===== src/rtl/core/cpu8080_memory_io_responder_core_macros.svh =====
// assertion macros used by the responder core rtl
`ifndef CPU8080_MEMORY_IO_RESPONDER_CORE_MACROS_SVH
`define CPU8080_MEMORY_IO_RESPONDER_CORE_MACROS_SVH

// same-cycle implication, checked outside reset
`define C80MIO_ASSERT_NOW(lbl, ante, cons, msg) \
  lbl: assert property (@(posedge clk) disable iff (!rst_n) (ante) |-> (cons)) \
    else $error(msg);

// next-cycle implication, checked outside reset
`define C80MIO_ASSERT_NEXT(lbl, ante, cons, msg) \
  lbl: assert property (@(posedge clk) disable iff (!rst_n) (ante) |=> (cons)) \
    else $error(msg);

`endif


===== src/rtl/core/c80mio_pkg.sv =====
// types and constants of the 8080 memory and i/o responder
package c80mio_pkg;

  localparam logic [15:0] RAM_BASE  = 16'h8000;
  localparam logic [7:0]  PORT_DATA = 8'h00;
  localparam logic [7:0]  PORT_STAT = 8'h01;
  localparam logic [7:0]  BYTE_FF   = 8'hFF;

  localparam int unsigned ST_MEMR = 7;
  localparam int unsigned ST_INP  = 6;
  localparam int unsigned ST_OUT  = 4;
  localparam int unsigned ST_WO_N = 1;

  localparam int unsigned IN_TDATA_W  = 48;
  localparam int unsigned OUT_TDATA_W = 24;

  typedef enum logic [2:0] {
    KIND_ROM_RD  = 3'd0,
    KIND_RAM_RD  = 3'd1,
    KIND_TX      = 3'd2,
    KIND_RAM_WR  = 3'd3,
    KIND_STAT_RD = 3'd4,
    KIND_RX_RD   = 3'd5,
    KIND_NONE    = 3'd6,
    KIND_LOAD    = 3'd7
  } kind_t;

  // where the read byte comes from once memory data is back
  typedef enum logic [1:0] {
    SRC_ZERO = 2'd0,
    SRC_ROM  = 2'd1,
    SRC_RAM  = 2'd2,
    SRC_IO   = 2'd3
  } rd_src_t;

  typedef struct packed {
    kind_t      kind;
    rd_src_t    src;
    logic [7:0] io_byte;
    logic       drive;
    logic       tx_strobe;
    logic       rx_pop;
    logic       ram_re;
    logic       ram_we;
    logic       rom_re;
    logic       rom_we;
    logic       irq_nxt;
  } c80mio_dec_t;

endpackage


===== src/rtl/core/c80mio_decode.sv =====
// bus cycle decode: priority rules, memory enables and interrupt update
module c80mio_decode #(
  parameter int unsigned RAM_BYTES = 12288,
  parameter int unsigned ROM_BYTES = 32768
) (
  input  logic                    action,
  input  logic [7:0]              status,
  input  logic [15:0]             address,
  input  logic                    rx_ready,
  input  logic                    tx_ready,
  input  logic [7:0]              rx_byte,
  input  logic                    rx_more,
  input  logic                    irq,
  output c80mio_pkg::c80mio_dec_t dec
);
  import c80mio_pkg::*;

  localparam logic [15:0] RAM_TOP = 16'(RAM_BASE + RAM_BYTES);
  localparam logic [16:0] ROM_TOP = 17'(ROM_BYTES);

  logic       memr, inp, outc, wo_n;
  logic [7:0] port;
  logic       in_ram, in_rom;

  assign memr   = status[ST_MEMR];
  assign inp    = status[ST_INP];
  assign outc   = status[ST_OUT];
  assign wo_n   = status[ST_WO_N];
  assign port   = address[7:0];
  assign in_ram = (address >= RAM_BASE) && (address < RAM_TOP);
  assign in_rom = {1'b0, address} < ROM_TOP;

  always_comb begin
    dec           = '0;
    dec.kind      = KIND_NONE;
    dec.src       = SRC_ZERO;
    dec.io_byte   = '0;
    dec.irq_nxt   = irq;
    if (action) begin
      dec.kind   = KIND_LOAD;
      dec.rom_we = in_rom;
    end else begin
      priority if (memr && (address < RAM_BASE)) begin
        dec.kind  = KIND_ROM_RD;
        dec.drive = 1'b1;
        if (in_rom) begin
          dec.src    = SRC_ROM;
          dec.rom_re = 1'b1;
        end else begin
          // unfilled rom space reads as all ones
          dec.src     = SRC_IO;
          dec.io_byte = BYTE_FF;
        end
      end else if (memr && in_ram) begin
        dec.kind   = KIND_RAM_RD;
        dec.drive  = 1'b1;
        dec.src    = SRC_RAM;
        dec.ram_re = 1'b1;
      end else if (outc && (port == PORT_DATA)) begin
        dec.kind      = KIND_TX;
        dec.tx_strobe = 1'b1;
      end else if (!wo_n && in_ram) begin
        dec.kind   = KIND_RAM_WR;
        dec.ram_we = 1'b1;
      end else if (inp && (port == PORT_STAT)) begin
        dec.kind    = KIND_STAT_RD;
        dec.drive   = 1'b1;
        dec.src     = SRC_IO;
        dec.io_byte = {6'b0, rx_ready, tx_ready};
      end else if (inp && (port == PORT_DATA)) begin
        dec.kind    = KIND_RX_RD;
        dec.drive   = 1'b1;
        dec.src     = SRC_IO;
        dec.io_byte = rx_byte;
        dec.rx_pop  = 1'b1;
        dec.irq_nxt = 1'b0;
      end else begin
        dec.kind = KIND_NONE;
      end
      if (rx_more) begin
        dec.irq_nxt = 1'b1;
      end
    end
  end

endmodule


===== config.mk =====
export PLATFORM = sky130hd
export DESIGN_NAME = c80mio_decode
export DESIGN_NICKNAME = d
export VERILOG_FILES = /design/src/rtl/core/cpu8080_memory_io_responder_core_macros.svh /design/src/rtl/core/c80mio_pkg.sv /design/src/rtl/core/c80mio_decode.sv
export SDC_FILE = /design/constraint.sdc
export NUM_CORES = 1
export LEC_CHECK = 0
export ABC_CLOCK_PERIOD_IN_PS = 4900
export BUFFER_PORTS_ARGS = -buffer_cell sky130_fd_sc_hd__buf_2
export CORE_AREA = 3 3 40 42
export DETAILED_ROUTE_END_ITERATION = 16
export DIE_AREA = 0 0 43 45
export PLACE_DENSITY_LB_ADDON = 0.1
export SYNTH_ARGS = -nofsm -noshare
export SYNTH_HDL_FRONTEND = slang
export SYNTH_SLANG_ARGS = --single-unit

===== constraint.sdc =====
create_clock -name vclk -period 4.9
set_clock_uncertainty 0.05 [all_clocks]
set_input_delay 0.735 -clock vclk [all_inputs]
set_output_delay 0.735 -clock vclk [all_outputs]
set_load 0.01 [all_outputs]

== Word level (Yosys, flattened, before mapping) ==
Index checks and enable logic that the tools add are counted.
Word-level totals
  ROM bits: 0
  memory bits (writable): 0
  word-level logic and storage cells: 51
  output and inout bits: 21
  bits of input ports: 37
  memories kept: 0
  flip-flop bits (word level): 0
  latch bits: 0
Cells by class
  div/mod/pow operators: 0
  bitwise gates (word level): 0
  multipliers: 0
  reductions and logical operators: 9
  $add $sub $neg: 0
  eq/ne operators: 1
  shift-type cells: 0
  $lt $le $gt $ge: 4
  muxes and demuxes: 37
Operator list (number)
  16-bit less-than comparator, second input constant: 3
  11-bit two-way mux: 3
  14-bit two-way mux: 2
  1-bit two-way mux: 21
  16-bit >= comparator, second input constant: 1
  16-bit two-way mux: 1
  8-bit two-way mux: 2
  3-bit two-way mux: 3
  8-bit by 1-bit == test with 1-bit output, second input constant: 1
  8-bit zero test: 1
  1-bit logical AND: 7
  2-bit two-way mux: 3
  5-bit two-way mux: 1
  4-bit two-way mux: 1
  1-bit zero test: 1

== Logic depth before layout (Yosys ltp) ==
  word-level depth: 10
  gate-level depth with buffers: 5
  mapped depth without buffers: 4

== Worst setup path after synthesis ==
Ideal clock, no wire load.
  kind: input port to output port
  from: in address[5]
  to: out dec[18] (netlist name)
  setup slack: 2.124 ns
  stages: 3
  buffers on the path: 0
  arrival time: 1.991 ns
  cells stage by stage: or4_4 > o31a_1 > o311ai_1
RTL lines
  start, declared: line c80mio_decode.sv:8  | input logic [15:0] address,
  end, declared: line c80mio_decode.sv:14  | output c80mio_pkg::c80mio_dec_t dec

==> flow_metrics.py <==
metrics = {
    "detailed_routing": {
        "drt-wirelength-per-cell_um": 9.84,
        "drt-initial-drc-count": 5,
        "postRouteAntennaNets": 0,
        "post-route-drc-count": 0,
        "vias": 516,
        "routed_wl_um": 1100,
        "dr.pass1.iters": 3,
        "viasPerCell": 4.61,
    },
    "grt": {
        "grt_max_degree": 9,
        "grt_overflow_total": 0,
        "grt_pass1_wl_um": 1750,
        "grtUsageTotal_pct": 10.8,
        "antenna_found_initial": 0,
        "grt_pass1_vias": 444,
    },
    "place": {
        "dp_hpwl_um": 1020,
        "io_buffers": 50,
        "place_congestion": 0.706,
        "dp_cells": 112,
    },
    "floorplan": {
        "rows": 13,
        "dieArea_sq_mm": 0.00194,
        "start_util_pct": 24.8,
        "die_w_um": 43,
        "die_height_um": 45,
        "coreArea_sq_mm": 0.00128,
        "num_io_pins": 58,
    },
    "sta": {
        "slew_headroom_pct": 73.2,
        "worstMarginPinSlew_ns": 0.401,
        "fin_crit_ns": 2.95,
        "hold_viol_final": 0,
        "slew_viol_final": 0,
        "setup_violations": 0,
        "min_period_over_period_pct": 60.2,
        "fmax_mhz": 339,
        "tns_ns": 0,
        "grt_setup_unrepaired": "false",
    },
    "final_layout": {
        "utilization_pct": 45.2,
        "nNetsFinal": 136,
        "multiInputGateArea_sq_um": 289,
        "synthToLayoutAreaGrowth_pct": 82.0,
        "drive_above_1_share_pct": 56.7,
        "clkbuf_count": 0,
        "n_fill_cell": 145,
        "final_cell_mix": "buf_2, inv_1, and2_1",
        "final_common_cell": "buf_2",
        "register_area_sq_um": 0,
        "n_antenna_cell": 0,
        "nFlopsAndLatches": 0,
        "final_cells": 112,
    },
    "power_and_ir_drop": {
        "power.leakage_uw": 0.000347,
        "p_per_area_mw_per_mm2": 57.2,
        "ir_drop_mv": 0.0279,
    },
    "yosys": {
        "syn_area_per_cell_sq_um": 6.65,
        "yosysSeqAreaShare_pct": 0,
        "syn_inst": 48,
        "syn_nets": 85,
        "syn_area_sq_um": 319,
        "synth.distinct_cells": 25,
        "yosysWarnings": 0,
    },
    "setup_path": {
        "worstPathArrival_ns": 2.17,
        "crit_chain": "buf_2 > or4_4 > o31a_1 > o311ai_1 > buf_2",
        "crit_top_cell": "buf_2",
        "path_buf_inv": 2,
        "critical_path.startpoint": "address[5]",
        "crit_fanout": 4,
        "slowest_stage": "or4_4",
        "path_class": "input port to output pin",
        "slowest_delay_ns": 0.57,
        "crit_path_end_kind": "output pin",
        "crit_family": "compound AO/OA/AOI/OAI gates",
        "start_kind": "input port",
        "cp.required_ns": 4.12,
    },
    "hold_path": {
        "hold_start": "address[15]",
        "whs_endpoint": "dec[1]",
        "min_delay_path_depth": 3,
        "hold_path_class": "input port to output pin",
    },
    "clock_tree": {
        "postCtsSetupRepairBufs": 0,
        "post_cts_resized": 0,
        "ctsHoldBuffers": 0,
    },
    "job": {
        "cap_violations": 0,
    },
    "status": {
        "outcome": "completed",
    },
}
==> cells in the mapped netlist (all sizes together) <==
| master | count | area (sq um) |
|---|---|---|
| and2 | 6 | 37.5 |
| inv | 6 | 22.5 |
| nor3 | 5 | 30.0 |
| nand2 | 4 | 15.0 |
| a21oi | 3 | 15.0 |
| nor2 | 3 | 11.3 |
| a21o | 2 | 15.0 |
| mux2i | 2 | 20.0 |
| o21ai | 2 | 10.0 |
| or4 | 2 | 22.5 |
| and4bb | 1 | 12.5 |
| buf | 1 | 7.51 |
| nand2b | 1 | 6.26 |
| nand3 | 1 | 5.00 |
| nor2b | 1 | 6.26 |
| nor4 | 1 | 21.3 |
| o2111ai | 1 | 15.0 |
| o211ai | 1 | 7.51 |
| o22ai | 1 | 6.26 |
| o2bb2ai | 1 | 8.76 |
| o311ai | 1 | 8.76 |
| o31a | 1 | 8.76 |
| or3 | 1 | 6.26 |
==> stage by stage <==
stage | setup WS [ns] | total power [uW] | hold WS, ns | instance area [sq um]
finish | 1.95 | 33.2 | 1.69 | 581
global placement | 1.93 | 33.3 | 1.69 | 581
floorplan | 2.12 | 13.9 | 1.46 | 319
CTS | 1.93 | 33.8 | 1.70 | 581
detailed placement | 1.94 | 33.6 | 1.69 | 581
global route | 1.87 | 37.4 | 1.72 | 581
==> power breakdown <==
group | switching [uW] | total, uW | internal (uW)
clock network | 0 | 0 | 0
logic | 16.7 | 33.2 | 16.5
registers | 0 | 0 | 0
total | 16.7 | 33.2 | 16.5
==> layer usage <==
layer,GRT usage (%),vias up,wire (um)
li1,-,273,-
met1,12.9,216,438
met2,21.6,27,529
met3,1.59,0,135
met4,0,0,0
met5,0,-,0
==> worst max path at each step <==
stage	end	cells after the start
finish	dec[18]	5
detailed placement	dec[18]	5
CTS	dec[18]	5
global placement	dec[18]	5
global route	dec[12]	6
floorplan	dec[18]	3
==> worst min-delay path, delay by kind of cell <==
family / cells / cell delay [ns]
simple gates: 1 / 0.04
buf+inv: 2 / 0.23
==> cell families (layout without fill, tap and decap cells) <==
logic type      count (synthesis)  in the layout  synth area share [%]
compound gates                 13             13                  29.8
buf+inv                         7             56                  9.41
mux                             2              2                  6.27
simple gates                   26             26                  54.5
==> layout make-up <==
type | instances | share of cell area [%]
inverter | 6 | 3.88
tap | 15 | 3.23
multi-input combinational | 41 | 49.8
timing repair buffer | 50 | 43.1
No activity file was read; power rests on OpenSTA's default activity.
